### src/hdl/dwms_pkg.sv
`timescale 1ns / 1ps

package dwms_pkg;

  localparam int WINDOW  = 16;
  localparam int PTR_W   = (WINDOW > 1) ? $clog2(WINDOW) : 1;
  localparam int DATA_W  = 32;
  localparam int TOTAL_W = DATA_W + PTR_W;
  localparam int TICK_W  = 8;

  localparam logic [1:0] STATUS_OK       = 2'd0;
  localparam logic [1:0] STATUS_BAD_TICK = 2'd1;
  localparam logic [1:0] STATUS_OVERFLOW = 2'd2;

  typedef struct packed {
    logic signed [DATA_W-1:0] left_diff;
    logic signed [DATA_W-1:0] right_diff;
    logic [TICK_W-1:0]        tick_count;
  } dwms_in_t;

  typedef struct packed {
    logic signed [DATA_W-1:0] left_window_sum;
    logic signed [DATA_W-1:0] right_window_sum;
    logic [1:0]               status;
  } dwms_out_t;

  typedef enum logic [1:0] {
    ST_IDLE,
    ST_RUN,
    ST_FIN
  } dwms_state_t;

  // one tick slot update, shared by both lanes
  typedef struct packed {
    logic             step;
    logic             last;
    logic [PTR_W-1:0] ptr;
  } dwms_step_t;

  // result load request towards the output register
  typedef struct packed {
    logic load;
    logic bad;
  } dwms_fin_t;

endpackage

### src/hdl/dwms_seq.sv
`timescale 1ns / 1ps

module dwms_seq (
  input  logic                        clk,
  input  logic                        rst_n,
  input  logic                        in_valid,
  input  logic [dwms_pkg::TICK_W-1:0] in_ticks,
  output logic                        in_stall,
  input  logic                        out_free,
  output dwms_pkg::dwms_step_t        step,
  output dwms_pkg::dwms_fin_t         fin
);
  import dwms_pkg::*;

  dwms_state_t       state_r, state_nxt;
  logic [TICK_W-1:0] cnt_r, cnt_nxt;
  logic [PTR_W-1:0]  ptr_r, ptr_nxt;
  logic              bad_r, bad_nxt;
  logic              bad_ticks;

  assign bad_ticks = (in_ticks == '0) || ({24'd0, in_ticks} > WINDOW);

  always_ff @(posedge clk) begin
    if (!rst_n) begin
      state_r <= ST_IDLE;
      cnt_r   <= '0;
      ptr_r   <= '0;
      bad_r   <= 1'b0;
    end else begin
      state_r <= state_nxt;
      cnt_r   <= cnt_nxt;
      ptr_r   <= ptr_nxt;
      bad_r   <= bad_nxt;
    end
  end

  always_comb begin
    state_nxt = state_r;
    cnt_nxt   = cnt_r;
    ptr_nxt   = ptr_r;
    bad_nxt   = bad_r;
    in_stall  = 1'b1;
    step.step = 1'b0;
    step.last = (cnt_r == TICK_W'(1));
    step.ptr  = ptr_r;
    fin.load  = 1'b0;
    fin.bad   = bad_r;
    case (state_r)
      ST_IDLE: begin
        in_stall = 1'b0;
        if (in_valid) begin
          bad_nxt = bad_ticks;
          cnt_nxt = in_ticks;
          state_nxt = bad_ticks ? ST_FIN : ST_RUN;
        end
      end
      ST_RUN: begin
        step.step = 1'b1;
        cnt_nxt   = cnt_r - TICK_W'(1);
        ptr_nxt   = (ptr_r == PTR_W'(WINDOW - 1)) ? '0 : ptr_r + PTR_W'(1);
        if (cnt_r == TICK_W'(1)) begin
          state_nxt = ST_FIN;
        end
      end
      ST_FIN: begin
        if (out_free) begin
          fin.load  = 1'b1;
          state_nxt = ST_IDLE;
        end
      end
      default: begin
        state_nxt = ST_IDLE;
      end
    endcase
  end

endmodule

### src/hdl/dwms_lane.sv
`timescale 1ns / 1ps

module dwms_lane (
  input  logic                                clk,
  input  logic                                rst_n,
  input  dwms_pkg::dwms_step_t                step,
  input  logic signed [dwms_pkg::DATA_W-1:0]  delta,
  output logic signed [dwms_pkg::TOTAL_W-1:0] total
);
  import dwms_pkg::*;

  logic [DATA_W-1:0]         ring_r [WINDOW];
  logic signed [TOTAL_W-1:0] total_r, total_nxt;
  logic signed [DATA_W-1:0]  entry_new;
  logic signed [DATA_W-1:0]  entry_old;

  assign entry_new = step.last ? delta : '0;
  assign entry_old = $signed(ring_r[step.ptr]);
  assign total_nxt = total_r - TOTAL_W'(entry_old) + TOTAL_W'(entry_new);
  assign total     = total_r;

  always_ff @(posedge clk) begin
    if (!rst_n) begin
      total_r <= '0;
      for (int i = 0; i < WINDOW; i++) begin
        ring_r[i] <= '0;
      end
    end else if (step.step) begin
      total_r           <= total_nxt;
      ring_r[step.ptr]  <= entry_new;
    end
  end

endmodule

### src/hdl/dual_wheel_moving_window_sum_top.sv
`timescale 1ns / 1ps

// Dual wheel moving window sum.
// Input transfer (in_valid/in_stall) carries both wheel deltas and the
// elapsed tick count; each accepted transfer yields exactly one result
// transfer (out_valid/out_stall) with both window sums and a status.
// For a valid count (1..16) the sequencer runs one ring update per tick
// and then loads the result; for a bad count it loads it with no update.
// One tick slot is written per cycle in both rings by a single subtract/add
// per wheel; in_stall stays high while the sequencer updates the rings and
// waits to load, so a new input is taken only once the last one is done.
// The result sits in an output register: a new input is taken while it
// waits, but the next result is held back until out_stall drops, and
// in_stall stays high until it is loaded.
// Synchronous active-low reset clears both rings, totals and the slot
// pointer at once; the block is ready in the first cycle after reset.
module dual_wheel_moving_window_sum_top (
  input  logic                clk,
  input  logic                rst_n,
  input  logic                in_valid,
  output logic                in_stall,
  input  dwms_pkg::dwms_in_t  in_data,
  output logic                out_valid,
  input  logic                out_stall,
  output dwms_pkg::dwms_out_t out_data
);
  import dwms_pkg::*;

  dwms_in_t                  item_r;
  dwms_out_t                 out_r, out_nxt;
  logic                      out_valid_r;
  logic                      out_free;
  logic                      in_xfer;
  dwms_step_t                step_c;
  dwms_fin_t                 fin_c;
  logic signed [TOTAL_W-1:0] left_total;
  logic signed [TOTAL_W-1:0] right_total;
  logic                      left_fits;
  logic                      right_fits;

  assign in_xfer  = in_valid && !in_stall;
  assign out_free = !out_valid_r || !out_stall;

  dwms_seq u_seq (
    .clk      (clk),
    .rst_n    (rst_n),
    .in_valid (in_valid),
    .in_ticks (in_data.tick_count),
    .in_stall (in_stall),
    .out_free (out_free),
    .step     (step_c),
    .fin      (fin_c)
  );

  dwms_lane u_left (
    .clk   (clk),
    .rst_n (rst_n),
    .step  (step_c),
    .delta (item_r.left_diff),
    .total (left_total)
  );

  dwms_lane u_right (
    .clk   (clk),
    .rst_n (rst_n),
    .step  (step_c),
    .delta (item_r.right_diff),
    .total (right_total)
  );

  assign left_fits  = (&left_total[TOTAL_W-1:DATA_W-1]) ||
                      !(|left_total[TOTAL_W-1:DATA_W-1]);
  assign right_fits = (&right_total[TOTAL_W-1:DATA_W-1]) ||
                      !(|right_total[TOTAL_W-1:DATA_W-1]);

  always_comb begin
    out_nxt.left_window_sum  = '0;
    out_nxt.right_window_sum = '0;
    if (fin_c.bad) begin
      out_nxt.status = STATUS_BAD_TICK;
    end else if (!left_fits || !right_fits) begin
      out_nxt.status = STATUS_OVERFLOW;
    end else begin
      out_nxt.status           = STATUS_OK;
      out_nxt.left_window_sum  = left_total[DATA_W-1:0];
      out_nxt.right_window_sum = right_total[DATA_W-1:0];
    end
  end

  always_ff @(posedge clk) begin
    if (in_xfer) begin
      item_r <= in_data;
    end
    if (fin_c.load) begin
      out_r <= out_nxt;
    end
  end

  always_ff @(posedge clk) begin
    if (!rst_n) begin
      out_valid_r <= 1'b0;
    end else if (fin_c.load) begin
      out_valid_r <= 1'b1;
    end else if (!out_stall) begin
      out_valid_r <= 1'b0;
    end
  end

  assign out_valid = out_valid_r;
  assign out_data  = out_r;

`ifndef SYNTHESIS
  a_no_accept_while_busy: assert property (@(posedge clk) disable iff (!rst_n)
    step_c.step |-> in_stall)
    else $error("input transfer possible during tick update");

  a_load_only_when_free: assert property (@(posedge clk) disable iff (!rst_n)
    fin_c.load |-> (!out_valid_r || !out_stall))
    else $error("result overwrote a pending transfer");

  a_status_code: assert property (@(posedge clk) disable iff (!rst_n)
    out_valid |-> (out_data.status == STATUS_OK ||
                   out_data.status == STATUS_BAD_TICK ||
                   out_data.status == STATUS_OVERFLOW))
    else $error("undefined status code");

  a_bad_no_step: assert property (@(posedge clk) disable iff (!rst_n)
    (in_xfer && (in_data.tick_count == '0)) |=> !step_c.step)
    else $error("tick update after zero tick count");
`endif

endmodule
### config.mk
export PLATFORM = sky130hd
export DESIGN_NAME = dual_wheel_moving_window_sum_top
export DESIGN_NICKNAME = d
export VERILOG_FILES = /design/src/hdl/dwms_pkg.sv /design/src/hdl/dwms_seq.sv /design/src/hdl/dwms_lane.sv /design/src/hdl/dual_wheel_moving_window_sum_top.sv
export SDC_FILE = /design/constraint.sdc
export NUM_CORES = 2
export LEC_CHECK = 0
export BUFFER_PORTS_ARGS = -buffer_cell sky130_fd_sc_hd__buf_4
export CORE_MARGIN = 2
export CORE_UTILIZATION = 59
export DETAILED_ROUTE_END_ITERATION = 8
export GPL_TIMING_DRIVEN = 1
export PLACE_DENSITY = 0.83
export RECOVER_POWER = 100
export SYNTH_ARGS = -nofsm -noshare
export SYNTH_HDL_FRONTEND = slang
export SYNTH_SLANG_ARGS = --single-unit
export TNS_END_PERCENT = 20
### constraint.sdc
create_clock -name clk -period 7.9 [get_ports clk]
set_input_delay 0.79 -clock clk [delete_from_list [all_inputs] [get_ports clk]]
set_output_delay 0.79 -clock clk [all_outputs]
set_load 0.005 [all_outputs]
==> out/summary.txt <==
# setup viols final = 0
Die H = 314 um
Initial antenna violation count = 3
Seq/Total Area, Yosys = 64.3%
Number of synthesized flops with an enable pin = 1154
Hold crit path type = in2reg
Worst min-delay path startpoint = in_data[35]
Critical setup path kind = in2reg
Worst Path Max Fanout = 38
Largest vdd supply drop = 219 uV
R2r endpoint = u_right.total[31]$_SDFFE_PN0P_
Num CTS Buffers = 121
Die width = 314 um
Endpoints failing hold = 0
Final Slew Violations = 2000
Most frequent cells in the layout = edfxtp_1, nor2_1, mux4_2
Clock Sinks = 1246
Crit path launch type = primary input
Area Overhead vs Synth = 10.4%
Detail Placement HPWL = 89.2 mm
Least-Margin Pin Slew = 5.01 ns
Grt met3 use = 9.92%
Max-slew headroom = -234%
Critical path's top delay family = buffers and inverters
Failing checks = max-capacitance violations, max-slew violations
Hold buffers post-CTS = 0
Post-layout min period = 7.25 ns
Worst hold endpoint = item_r[35]$_DFFE_PP_
Worst-Skew Late Latency = 0.72 ns
Cell depth of the worst setup path = 7
Seq cells post-synth = 1246
FMAX = 138 MHz
Final ANT Viol Nets = 0
R2R Setup Slk = 0.75 ns
Critical path buffers and inverters = 4
Post-CTS Resized = 0
Hold path cells = 1
CTS tree = yes
CTS Buffer Depth = 3
Grt met2 use = 51.7%
PwrDens = 264 nW/um^2
DRC violations left = 0
Asr flop ratio synth = 0%
I/O pin count = 144
Critical Path Sink Type = flop
Initial core utilization = 59.6%
Yosys cell types = 74
Syn nets = 4355
Top_reg_cell synth = edfxtp_1
Nets = 4380
# Post-CTS Setup Buffers = 0
Busiest grt layer = met2
Placer congestion estimate = 0.933
RSZ-0062 raised after global routing = false
Number of max-cap violations = 54
Vias in the first global route = 37800
Vias per std cell = 6.79
Leakage = 21.4 nW
Global route total overflow = 0
Commonest non-fill, non-tap cell in the layout = edfxtp_1
WP data required = 8.10 ns
YS warnings = 0
Clock Tree Root = clkbuf_16
Post-synthesis cell count = 4129
R2R depth = 17
Iter 0 DRT Violations = 6494
First-pass GRT wire length = 242 mm
Critical path's slowest cell = nand2_1
Clock slew at reported path FFs = 0.06 ns
Slowest stage delay, CP = 2.46 ns
WL/cell = 30.2 um
Die area = 98700 um^2
Final worst path period share = 91.8%
H-tree depth = 3
Share of layout cells above drive strength 1 = 15.9%
Core Util, Final = 65.8%
Worst EP arrival = 7.45 ns
Total number of vias = 37500
TritonRoute pass-1 iters = 6
R2r startpoint = u_seq.cnt_r[2]$_SDFFE_PN0P_
Met1 Use GR = 44.9%
Clock skew = 0.0321 ns
Status = finished with violations
Total wire length = 167 mm
Crit path cell chain = buf_4 > inv_1 > nor2_1 > nand4_1 > clkbuf_1 > nand2_1 > clkbuf_2
Row count = 113
Sum of negative setup slack = 0 ns
Port Buf Inserts = 143
Post-Syn Area = 56700 um^2
GRT Total Usage = 33.9%
Core area = 95200 um^2
Largest net degree at the start of global routing = 67
Syn avg cell area = 13.7 um^2
==> cell families after synthesis <==
| logic type | after synthesis | share of synthesized area (%) |
|---|---|---|
| AOI/OAI and AO/OA | 314 | 3.61 |
| and+or+nand+nor | 1487 | 10.5 |
| buffers and inverters | 545 | 3.63 |
| muxes | 322 | 12.7 |
| xor gates and xnor gates | 65 | 1.00 |
| adders and majority gates | 150 | 4.23 |
| DFF | 1246 | 64.3 |
==> layer usage <==
metal  vias up  wire [um]
met2      3685      75600
li1      14900          -
met1     18200      54400
met4         2       9590
met3       711      27100
met5         -         13
==> registers in the layout (all words and copies together), names as in the netlist, named ones only <==
register	count
u_seq.state_r	2
out_valid	1
u_seq.bad_r	1
u_right.total	36
u_seq.cnt_r	8
item_r	64
u_left.total	36
out_data	66
u_seq.ptr_r	4
u_right.ring_r	512
u_left.ring_r	512
==> synth_stat cells, types with 5 or more instances <==
library cell,number,area [um^2]
ha_1,80,1000
buf_2,10,50.1
nor4_1,7,43.8
nand2b_1,8,50.1
a21oi_1,97,485
dfxtp_1,92,1840
xnor2_1,45,394
a211oi_1,20,150
o21ai_1,21,105
nand4_1,18,113
inv_1,233,875
nand3_1,35,175
a21o_1,38,285
or3_1,5,31.3
and2_1,7,43.8
o21ai_0,44,220
and3_1,14,87.6
edfxtp_1,1154,34700
nor2_1,1078,4050
nor3_1,74,370
o21a_1,8,60.1
buf_1,38,143
o21bai_1,11,82.6
mux4_2,320,7210
a31oi_1,20,125
clkbuf_1,264,991
nand2_1,218,818
xor2_1,20,175
fa_1,70,1400
nor2b_1,15,93.8
==> worst max path at each step <==
stage                                   from                                 end  slack, ns
2_1_floorplan  u_seq.state_r[1]$_SDFFE_PN0P_  u_left.ring_r[15][0]$_SDFFCE_PN0P_       1.95
3_3_place_gp     u_seq.cnt_r[2]$_SDFFE_PN0P_       u_left.total[35]$_SDFFE_PN0P_       2.02
3_5_place_dp     u_seq.cnt_r[2]$_SDFFE_PN0P_       u_left.total[31]$_SDFFE_PN0P_       1.79
4_1_cts          u_seq.cnt_r[2]$_SDFFE_PN0P_       u_left.total[35]$_SDFFE_PN0P_       1.72
5_1_grt          u_seq.cnt_r[2]$_SDFFE_PN0P_      u_right.total[34]$_SDFFE_PN0P_       0.62
6_report                               rst_n  u_left.ring_r[14][0]$_SDFFCE_PN0P_       0.65
==> per-stage QoR <==
stage / total power [mW] / worst slack [ns] / hold WS [ns] / std cells / instance area [um^2]
floorplan: 9.84 / 1.95 / 0.425 / 4129 / 56700
global placement: 10.6 / 2.02 / 0.437 / 5296 / 59200
detailed placement: 10.7 / 1.79 / 0.445 / 5296 / 59200
CTS: 16.5 / 1.72 / 0.230 / 5522 / 63100
global route: 17.0 / 0.622 / 0.269 / 5523 / 62700
finish: 16.6 / 0.649 / 0.264 / 5523 / 62700
==> where the power goes <==
group	switching [mW]	leakage [nW]	internal [mW]
Sequential	0.182	12.6	7.56
Clock	2.53	1.92	3.32
Combinational	1.88	6.94	1.10
==> final cells by class <==
class | count | area [um^2]
antenna | 1 | 2.50
clock buffer | 159 | 3270
clock inverter | 67 | 662
fill | 6256 | 32500
inverter | 233 | 876
multi-input combinational | 2338 | 18300
sequential | 1246 | 36500
tap | 1265 | 1580
timing repair buffer | 214 | 1510
Power figures use the tool's default switching activity.
